**config.mk**
```make
export PLATFORM = sky130hd
export DESIGN_NAME = linear_congruence_solver
export DESIGN_NICKNAME = d
export VERILOG_FILES = /design/src/hdl/lcs_pkg.sv /design/src/hdl/linear_congruence_solver.sv
export SDC_FILE = /design/constraint.sdc
export NUM_CORES = 2
export LEC_CHECK = 0
export ABC_AREA = 1
export BUFFER_PORTS_ARGS = -buffer_cell sky130_fd_sc_hd__buf_4
export CORE_ASPECT_RATIO = 1.5
export CORE_MARGIN = 2
export CORE_UTILIZATION = 57
export DETAILED_ROUTE_END_ITERATION = 8
export MAX_ROUTING_LAYER = met4
export PLACE_DENSITY = 0.89
export SLEW_MARGIN = 20
export SYNTH_ARGS = -nofsm -noshare
export SYNTH_HDL_FRONTEND = slang
export SYNTH_SLANG_ARGS = --single-unit
```
**constraint.sdc**
```tcl
create_clock -name clock -period 14.5 [get_ports clock]
set_clock_uncertainty 0.05 [all_clocks]
set_input_delay 2.175 -clock clock [delete_from_list [all_inputs] [get_ports clock]]
set_output_delay 2.175 -clock clock [all_outputs]
set_load 0.1 [all_outputs]
```
**src/hdl/lcs_pkg.sv**
```systemverilog
// ----------------------------------------------------------------------------
// Linear congruence solver package
// Shared widths, status codes and the request and response beat types.
// ----------------------------------------------------------------------------
package lcs_pkg;

   localparam int WIDTH    = 32;
   localparam int FW       = WIDTH - 1;
   localparam int CNT_W    = $clog2(WIDTH);

   localparam logic [1:0] STATUS_UNIQUE  = 2'd0;
   localparam logic [1:0] STATUS_SEVERAL = 2'd1;
   localparam logic [1:0] STATUS_NONE    = 2'd2;

   typedef struct packed {
      logic signed [WIDTH-1:0] coefficient;
      logic [FW-1:0]           right_side;
      logic [FW-1:0]           modulus;
   } req_type;

   typedef struct packed {
      logic [1:0]    status;
      logic [FW-1:0] divisor;
      logic [FW-1:0] inverse;
      logic [FW-1:0] first_solution;
      logic [FW-1:0] solution_step;
      logic [FW-1:0] solution_count;
   } rsp_type;

endpackage

```
**src/hdl/linear_congruence_solver.sv**
```systemverilog
// ----------------------------------------------------------------------------
// Linear congruence solver
// Solves a*x = b (mod m) with the extended Euclidean algorithm on one shared
// bit-serial divider, and reports gcd, inverse, first solution, step, count.
// ----------------------------------------------------------------------------
// A beat is taken when start is high and busy is low. Busy then stays high
// while the item is solved. It drops in the same cycle that the result beat
// appears on rsp_data with rsp_valid high, so a new beat can be taken in that
// cycle. The receiver cannot stall, so it must take the result in that cycle.
// All divisions run through one restoring divider that yields one quotient
// bit per cycle. Each Euclid step passes through a check state before its
// division. An item takes one reduction division, one division per Euclid
// step (up to about 46 steps for 31-bit values), four more divisions and a
// shift-and-add modular multiply. When b is not a multiple of the divisor,
// the item ends after the second of those four divisions. A zero modulus
// is answered as "no solution" from the idle state; busy never rises for it.
module linear_congruence_solver (
   input  logic            clock,
   input  logic            reset,
   input  logic            start,
   output logic            busy,
   input  lcs_pkg::req_type req_data,
   output logic            rsp_valid,
   output lcs_pkg::rsp_type rsp_data
);
   import lcs_pkg::*;

   typedef enum logic [3:0] {
      ST_IDLE, ST_RED, ST_EUC_CHK, ST_EUC_DIV, ST_STEP,
      ST_BDIV, ST_SRED, ST_BRED, ST_MUL
   } state_type;

   localparam logic [CNT_W-1:0] DIV_LAST = CNT_W'(WIDTH - 1);
   localparam logic [CNT_W-1:0] MUL_LAST = CNT_W'(FW - 1);

   state_type state_ff;

   // Operand and result registers of the item being solved.
   logic [FW-1:0]        b_ff, m_ff, r0_ff, r1_ff, g_ff, step_ff, bq_ff, sred_ff;
   logic                 neg_ff;
   logic signed [WIDTH:0] s0_ff, s1_ff;

   // Shared divider: the quotient bits also drive a multiply of q by |s1|.
   logic [WIDTH-1:0]     div_num_ff, div_rem_ff, div_quo_ff;
   logic [FW-1:0]        div_den_ff;
   logic [WIDTH+1:0]     mac_ff;
   logic [CNT_W-1:0]     cnt_ff;

   // Modular multiply registers.
   logic [FW-1:0]        mm_acc_ff, mm_x_ff, mm_y_ff;

   logic                 rsp_valid_ff;
   rsp_type              rsp_ff;

   logic [WIDTH-1:0]     rem_sh, rem_in, quo_in;
   logic                 ge;
   logic [WIDTH+1:0]     mac_in;
   logic signed [WIDTH:0] s1_neg, s0_neg, s1_in;
   logic [FW-1:0]        s1_mag;
   logic [WIDTH-1:0]     s0_mag, a_mag;
   logic [FW-1:0]        rem_lo, room, sum_ax, x2;
   logic [FW-1:0]        ar, sred, mm_final;

   always_comb begin
      rem_sh = {div_rem_ff[WIDTH-2:0], div_num_ff[WIDTH-1]};
      ge     = rem_sh >= {1'b0, div_den_ff};
      rem_in = ge ? rem_sh - {1'b0, div_den_ff} : rem_sh;
      quo_in = {div_quo_ff[WIDTH-2:0], ge};
      rem_lo = rem_in[FW-1:0];

      s1_neg = -s1_ff;
      s0_neg = -s0_ff;
      s1_mag = s1_ff[WIDTH] ? s1_neg[FW-1:0] : s1_ff[FW-1:0];
      s0_mag = s0_ff[WIDTH] ? s0_neg[WIDTH-1:0] : s0_ff[WIDTH-1:0];
      mac_in = {mac_ff[WIDTH:0], 1'b0} + (ge ? {3'b000, s1_mag} : '0);
      s1_in  = s1_ff[WIDTH] ? s0_ff + $signed(mac_in[WIDTH:0])
                            : s0_ff - $signed(mac_in[WIDTH:0]);

      a_mag  = -req_data.coefficient;

      ar   = (neg_ff && rem_lo != '0) ? m_ff - rem_lo : rem_lo;
      sred = (s0_ff[WIDTH] && rem_lo != '0) ? step_ff - rem_lo : rem_lo;

      // (acc + x) mod n and (x + x) mod n, all values below n.
      room     = step_ff - mm_x_ff;
      sum_ax   = (mm_acc_ff >= room) ? mm_acc_ff - room : mm_acc_ff + mm_x_ff;
      x2       = (mm_x_ff >= room) ? mm_x_ff - room : mm_x_ff + mm_x_ff;
      mm_final = mm_y_ff[0] ? sum_ax : mm_acc_ff;
   end

   always_ff @(posedge clock) begin
      rsp_valid_ff <= 1'b0;
      if (reset) begin
         state_ff <= ST_IDLE;
      end else begin
         // Divider and multiply-accumulate advance every cycle; states that
         // start a new division overwrite them below.
         div_num_ff <= {div_num_ff[WIDTH-2:0], 1'b0};
         div_rem_ff <= rem_in;
         div_quo_ff <= quo_in;
         mac_ff     <= mac_in;
         cnt_ff     <= cnt_ff + 1'b1;
         unique case (state_ff)
            ST_IDLE: begin
               if (start) begin
                  b_ff   <= req_data.right_side;
                  m_ff   <= req_data.modulus;
                  neg_ff <= req_data.coefficient[WIDTH-1];
                  if (req_data.modulus == '0) begin
                     rsp_ff.status         <= STATUS_NONE;
                     rsp_ff.divisor        <= '0;
                     rsp_ff.inverse        <= '0;
                     rsp_ff.first_solution <= '0;
                     rsp_ff.solution_step  <= '0;
                     rsp_ff.solution_count <= '0;
                     rsp_valid_ff          <= 1'b1;
                  end else begin
                     div_num_ff <= req_data.coefficient[WIDTH-1] ? a_mag
                                                                 : req_data.coefficient;
                     div_den_ff <= req_data.modulus;
                     div_rem_ff <= '0;
                     div_quo_ff <= '0;
                     mac_ff     <= '0;
                     cnt_ff     <= '0;
                     state_ff   <= ST_RED;
                  end
               end
            end
            ST_RED: begin
               if (cnt_ff == DIV_LAST) begin
                  r0_ff    <= ar;
                  r1_ff    <= m_ff;
                  s0_ff    <= (WIDTH+1)'(1);
                  s1_ff    <= '0;
                  state_ff <= ST_EUC_CHK;
               end
            end
            ST_EUC_CHK: begin
               div_rem_ff <= '0;
               div_quo_ff <= '0;
               mac_ff     <= '0;
               cnt_ff     <= '0;
               if (r1_ff == '0) begin
                  g_ff       <= r0_ff;
                  div_num_ff <= {1'b0, m_ff};
                  div_den_ff <= r0_ff;
                  state_ff   <= ST_STEP;
               end else begin
                  div_num_ff <= {1'b0, r0_ff};
                  div_den_ff <= r1_ff;
                  state_ff   <= ST_EUC_DIV;
               end
            end
            ST_EUC_DIV: begin
               if (cnt_ff == DIV_LAST) begin
                  r0_ff    <= r1_ff;
                  r1_ff    <= rem_lo;
                  s0_ff    <= s1_ff;
                  s1_ff    <= s1_in;
                  state_ff <= ST_EUC_CHK;
               end
            end
            ST_STEP: begin
               if (cnt_ff == DIV_LAST) begin
                  step_ff    <= quo_in[FW-1:0];
                  div_num_ff <= {1'b0, b_ff};
                  div_den_ff <= g_ff;
                  div_rem_ff <= '0;
                  div_quo_ff <= '0;
                  cnt_ff     <= '0;
                  state_ff   <= ST_BDIV;
               end
            end
            ST_BDIV: begin
               if (cnt_ff == DIV_LAST) begin
                  if (rem_lo != '0) begin
                     rsp_ff.status         <= STATUS_NONE;
                     rsp_ff.divisor        <= g_ff;
                     rsp_ff.inverse        <= '0;
                     rsp_ff.first_solution <= '0;
                     rsp_ff.solution_step  <= step_ff;
                     rsp_ff.solution_count <= '0;
                     rsp_valid_ff          <= 1'b1;
                     state_ff              <= ST_IDLE;
                  end else begin
                     bq_ff      <= quo_in[FW-1:0];
                     div_num_ff <= s0_mag;
                     div_den_ff <= step_ff;
                     div_rem_ff <= '0;
                     div_quo_ff <= '0;
                     cnt_ff     <= '0;
                     state_ff   <= ST_SRED;
                  end
               end
            end
            ST_SRED: begin
               if (cnt_ff == DIV_LAST) begin
                  sred_ff    <= sred;
                  div_num_ff <= {1'b0, bq_ff};
                  div_den_ff <= step_ff;
                  div_rem_ff <= '0;
                  div_quo_ff <= '0;
                  cnt_ff     <= '0;
                  state_ff   <= ST_BRED;
               end
            end
            ST_BRED: begin
               if (cnt_ff == DIV_LAST) begin
                  mm_x_ff   <= sred_ff;
                  mm_y_ff   <= rem_lo;
                  mm_acc_ff <= '0;
                  cnt_ff    <= '0;
                  state_ff  <= ST_MUL;
               end
            end
            ST_MUL: begin
               if (mm_y_ff[0]) begin
                  mm_acc_ff <= sum_ax;
               end
               mm_x_ff <= x2;
               mm_y_ff <= {1'b0, mm_y_ff[FW-1:1]};
               if (cnt_ff == MUL_LAST) begin
                  rsp_ff.status <= (g_ff == FW'(1)) ? STATUS_UNIQUE : STATUS_SEVERAL;
                  rsp_ff.divisor        <= g_ff;
                  rsp_ff.inverse        <= (g_ff == FW'(1)) ? sred_ff : '0;
                  rsp_ff.first_solution <= mm_final;
                  rsp_ff.solution_step  <= step_ff;
                  rsp_ff.solution_count <= g_ff;
                  rsp_valid_ff          <= 1'b1;
                  state_ff              <= ST_IDLE;
               end
            end
            default: state_ff <= ST_IDLE;
         endcase
      end
   end

   assign busy      = (state_ff != ST_IDLE);
   assign rsp_valid = rsp_valid_ff;
   assign rsp_data  = rsp_ff;

endmodule

```
# --- After elaboration in Yosys (flattened, before gate mapping) ---
# Index checks and enable logic that the tools add are counted.
word_totals:
  register_bits: 731
  output_inout_bits: 159
  wordCells: 186
op_classes:
  add_sub_neg: 15
  magnitude_cmp: 3
  eq_ne: 24
  muxes: 90
  n_bitwise: 2
  reduce_logical: 24
op_table:
  columns: ["operator", "count"]
  rows:
  - ["$mux W31", 28]
  - ["$mux W157", 5]
  - ["$pmux W157 S3", 1]
  - ["$mux W32", 10]
  - ["$pmux W31 S2", 5]
  - ["$sub A31 B31 Y31", 6]
  - ["$mux W33", 5]
  - ["$pmux W32 S5", 1]
  - ["$pmux W31 S5", 1]
  - ["$mux W30", 5]
  - ["$pmux W33 S2", 2]
  - ["$pmux W31 S4", 1]
  - ["$pmux W30 S4", 1]
  - ["$neg A32 Y32", 2]
  - ["$pmux W32 S2", 1]
  - ["$add A31 B31 Y31", 2]
  - ["$ge A31 B31 Y1", 2]
  - ["$logic_not A31 Y1", 2]
  - ["$add A33 B31 Y33", 1]
  - ["$add A33 B33 Y33", 1]
  - ["$sub A33 B33 Y33", 1]
  - ["$ge A32 B31 Y1", 1]
  - ["$mux W4", 8]
  - ["$pmux W4 S8", 1]
  - ["other kinds (29)", 65]

# --- Depth between registers and ports, before layout ---
logic_depth:
  ltp_word: 8
  ltp_mapped: 46
  depth_no_buf: 43

# --- Least setup slack after synthesis ---
# OpenSTA, ideal clock, no wires.
synth_path:
  path_kind: "input port to flip-flop"
  startpoint: "input reset"
  endpoint: "register r0_ff[0] (enable)"
  setup_time_ns: 0.772
  arrival_time_ns: 13.992
  path_slack_ns: -0.314
  stages: 3
  n_path_buf: 0
  cell_sequence: "inv_1 nand2_1 nor3_1"
synth_between:
  elab_chain_cells: 2
synth_lines:
  columns: ["element", "line", "source"]
  rows:
  - ["start, declared", "linear_congruence_solver.sv:19", "input logic reset,"]
  - ["$not A1 Y1 (no line)", null, null]
  - ["$reduce_and A4 Y1 (no line)", null, null]
  - ["end signal, assigned", "linear_congruence_solver.sv:131", "r0_ff <= ar;"]
  - ["end signal, assigned", "linear_congruence_solver.sv:156", "r0_ff <= r1_ff;"]
  - ["end, declared", "linear_congruence_solver.sv:39", "logic [FW-1:0] b_ff, m_ff, r0_ff, r1_ff, g_ff, step_ff, bq_ff, sred_ff;"]
# No other way between the ends.
# A chain may end at the register's enable or synchronous reset.

# --- Worst setup path in the final report ---
layout_path:
  startpoint: "register step_ff[0]"
  endpoint: "register mm_x_ff[28] (data pin)"
layout_between:
  elab_chain_cells: 4
layout_lines:
  columns: ["element", "line", "source"]
  rows:
  - ["start, declared", "linear_congruence_solver.sv:39", null]
  - ["start signal, assigned", "linear_congruence_solver.sv:165", "step_ff <= quo_in[FW-1:0];"]
  - ["$sub A31 B31 Y31 *", "linear_congruence_solver.sv:85", "room = step_ff - mm_x_ff;"]
  - ["$sub A31 B31 Y31 or $ge A31 B31 Y1 (tied branches)", "linear_congruence_solver.sv:87", "x2 = (mm_x_ff >= room) ? mm_x_ff - room : mm_x_ff + mm_x_ff;"]
  - ["$mux W31 *", "linear_congruence_solver.sv:87", null]
  - ["$pmux W31 S2 *", "linear_congruence_solver.sv:103", "unique case (state_ff)"]
  - ["end signal, assigned", "linear_congruence_solver.sv:209", "mm_x_ff <= sred_ff;"]
  - ["end, declared", "linear_congruence_solver.sv:50", "logic [FW-1:0] mm_acc_ff, mm_x_ff, mm_y_ff;"]
# Every way passes the cells marked *; elsewhere a longest branch is shown, timed or not.

==> results.sh <==
export IMPL_synth_cells=6078
export IMPL_setup_tns_ps=0
export IMPL_leakagePower_nw=24.1
export IMPL_start_util_pct=57.5
export IMPL_critPathSlowestCell="a21oi_1"
export IMPL_yosys_area_top_type_share_pct=43.9
export IMPL_vias=48300
export IMPL_grt_max_degree=92
export IMPL_clock_tree_buffer_depth=3
export IMPL_die_area_um2=89600
export IMPL_synth_area_leaders="edfxtp_1 (44%), nand2_1 (9.5%), ha_1 (7.2%)"
export IMPL_routed_wl_mm=217
export IMPL_layout_nets=6689
export IMPL_required_ps=14900
export IMPL_synth_net_count=6470
export IMPL_rsz0062_at_grt="no"
export IMPL_worst_pin_slew_ps=1400
export IMPL_clkPwrFrac_pct=15.6
export IMPL_power_frac_seq_pct=22.8
export IMPL_placedCellCount=7359
export IMPL_synth_top_cell_by_area="edfxtp_1"
export IMPL_critical_path_peak_fanout=42
export IMPL_fp_dieH_um=366
export IMPL_final_period_utilization_pct=61.6
export IMPL_rows=132
export IMPL_drive_above_1_share_pct=8.18
export IMPL_ctsHtreeMaxLevel=3
export IMPL_cts_hold_buf=0
export IMPL_irDropWorstVdd_mv=0.186
export IMPL_slew_headroom_pct=6.43
export IMPL_clk_pin_slew_worst_paths_ps=70
export IMPL_yosysWarnings=0
export IMPL_ant_nets=0
export IMPL_antenna_found_initial=21
export IMPL_grt_pass1_vias=48200
export IMPL_cp_common_cell="o21ai_0"
export IMPL_clk_latency_ps=740
export IMPL_cts_setup_buffers=0
export IMPL_synthArstFlopShare_pct=0
export IMPL_grt_pass1_wl_mm=309
export IMPL_cts_sinks=731
export IMPL_cpPeakStageDelay_ps=930
export IMPL_track_usage_pct=49.7
export IMPL_post_drt_via_cell_ratio=6.42
export IMPL_finalHoldViolCount=0
export IMPL_switching_share_pct=52.2
export IMPL_start_kind="flip-flop"
export IMPL_power_frac_comb_pct=61.5
export IMPL_drc=2
export IMPL_synth_main_ff_cell="edfxtp_1"
export IMPL_cap_violations=0
export IMPL_drt_iter0_markers=6385
export IMPL_seqCellArea_um2=21900
export IMPL_port_buffers=255
export IMPL_setup_viol=0
export IMPL_p_sw_mw=6.81
export IMPL_coreArea_um2=86400
export IMPL_root_buffer="clkbuf_16"
export IMPL_routabilityCongestion=1.14
export IMPL_synthTopCellsByCount="nand2_1 (1,263), inv_1 (776), edfxtp_1 (726), nor2_1 (674), a21oi_1 (526)"
export IMPL_layout_min_cycle_time_ps=8930
export IMPL_num_fill_cells=7296
export IMPL_crit_type="flip-flop to flip-flop"
export IMPL_overflow=0
export IMPL_drt_wirelength_per_cell_um=28.9
export IMPL_synth_most_common_cell="nand2_1"
export IMPL_syn_to_final_growth_pct=11.5
export IMPL_min_path_type="flip-flop to flip-flop"
export IMPL_crit_arrival_ps=9330
export IMPL_stdcell_count=7519
export IMPL_yosysSeqAreaShare_pct=44.1
export IMPL_io_pins=256
export IMPL_synth_edf_count=726
export IMPL_powerDensity_nw_per_um2=235
export IMPL_firstDrtPassIters=9
export IMPL_die_w_um=245
export IMPL_cts_tree="built"
export IMPL_ys_seq_elements=731
export IMPL_cts_buffers=75
export IMPL_run_status="finished, violations left"
export IMPL_multi_input_area_um2=24200
export IMPL_netlist_area_um2=49700
export IMPL_cp_end_kind="flip-flop"
export IMPL_avgSynthCellArea_um2=8.18
export IMPL_p_int_mw=6.23
export IMPL_detailed_place_hpwl_mm=165
export IMPL_violations="DRC"
export IMPL_slew_violations=0
export IMPL_max_clock_freq_mhz=112
export IMPL_cts_resized=0
export IMPL_synth_distinct_cells=61
## state kept, by name, indices dropped and copies added (netlist names), 32 cells and up
signal,count
s1_ff,33
mac_ff,32
div_num_ff,32
s0_ff,33
rsp_data,157
## cell type report
type / count / share of cell area (%)
Multi-Input combinational cell: 4377 / 43.6
Sequential cell: 731 / 39.5
Inverter: 790 / 5.37
Timing Repair Buffer: 322 / 4.36
Clock buffer: 88 / 3.48
Tap cell: 1139 / 2.57
Clock inverter: 48 / 0.958
Antenna cell: 24 / 0.108
## power groups by stage
| stage | Clock [mW] | Sequential [mW] | Combinational, mW |
|---|---|---|---|
| 2_1_floorplan | 0 | 2.93 | 5.02 |
| 3_3_place_gp | 0 | 3.00 | 7.45 |
| 3_5_place_dp | 0 | 3.01 | 7.56 |
| 4_1_cts | 2.01 | 2.97 | 7.62 |
| 5_1_grt | 2.10 | 2.99 | 8.56 |
| 6_report | 2.04 | 2.98 | 8.03 |
## worst max-delay path: cells and delay by family, from the launching register on
kind | cells | cell delay [ps]
xor+xnor | 1 | 220
buf+inv | 6 | 1300
fa+ha+maj | 3 | 1020
simple gates | 10 | 2700
compound gates | 8 | 2840
flops | 1 | 430
## cell usage in the layout, fill, tap and decap left out, drive strengths merged, types with 25 or more instances in the layout
master	Yosys	routed
a21boi	40	40
a21oi	527	527
a221oi	27	27
buf	46	322
clkbuf	134	88
clkinv	5	38
edfxtp	726	726
ha	286	286
inv	785	788
nand2	1282	1282
nand3	256	256
nand3b	31	31
nand4	74	74
nor2	683	683
nor3	99	99
nor4	36	36
o2111ai	33	33
o211ai	51	51
o21a	27	27
o21ai	468	468
o21bai	26	26
o31ai	25	25
xnor2	111	111
xor2	160	160
## stage by stage
| stage | hold WS, ps | total power, mW | utilization (%) | area [µm²] | setup WS (ps) |
|---|---|---|---|---|---|
| floorplan | 371 | 7.96 | - | 49700 | 3570 |
| global placement | 380 | 10.5 | 61.2 | 52900 | 6550 |
| detailed placement | 382 | 10.6 | 61.2 | 52900 | 6300 |
| CTS | 400 | 12.6 | 64.1 | 55300 | 6260 |
| global route | 406 | 13.6 | 64.1 | 55400 | 5410 |
| finish | 393 | 13.0 | 64.1 | 55400 | 5570 |
## per-layer routing
metal	up-vias	track usage [%]	share of wire, %
li1	21200	-	-
met1	22200	44.8	29
met2	3437	80.9	48
met3	1372	13.5	9.5
met4	0	53.8	14
met5	-	-	0
## final timing paths
kind | from | end | slack (ps) | depth (start not counted)
max | step_ff[0] | mm_x_ff[28] | 5570 | 28
min | r0_ff[1] | g_ff[1] | 390 | 0
max reg2reg | step_ff[0] | mm_x_ff[28] | 5570 | 28
min reg2reg | r0_ff[1] | g_ff[1] | 390 | 0
## cells by family after synthesis
kind of cell | share of synthesized area (%)
buffers and inverters | 7.54
adder cells (fa/ha/maj) | 7.56
AND/OR/NAND/NOR | 21.0
XOR/XNOR | 4.78
flip-flops | 44.1
AO/OA/AOI/OAI | 15.1
(Power assumes the default switching activity.)
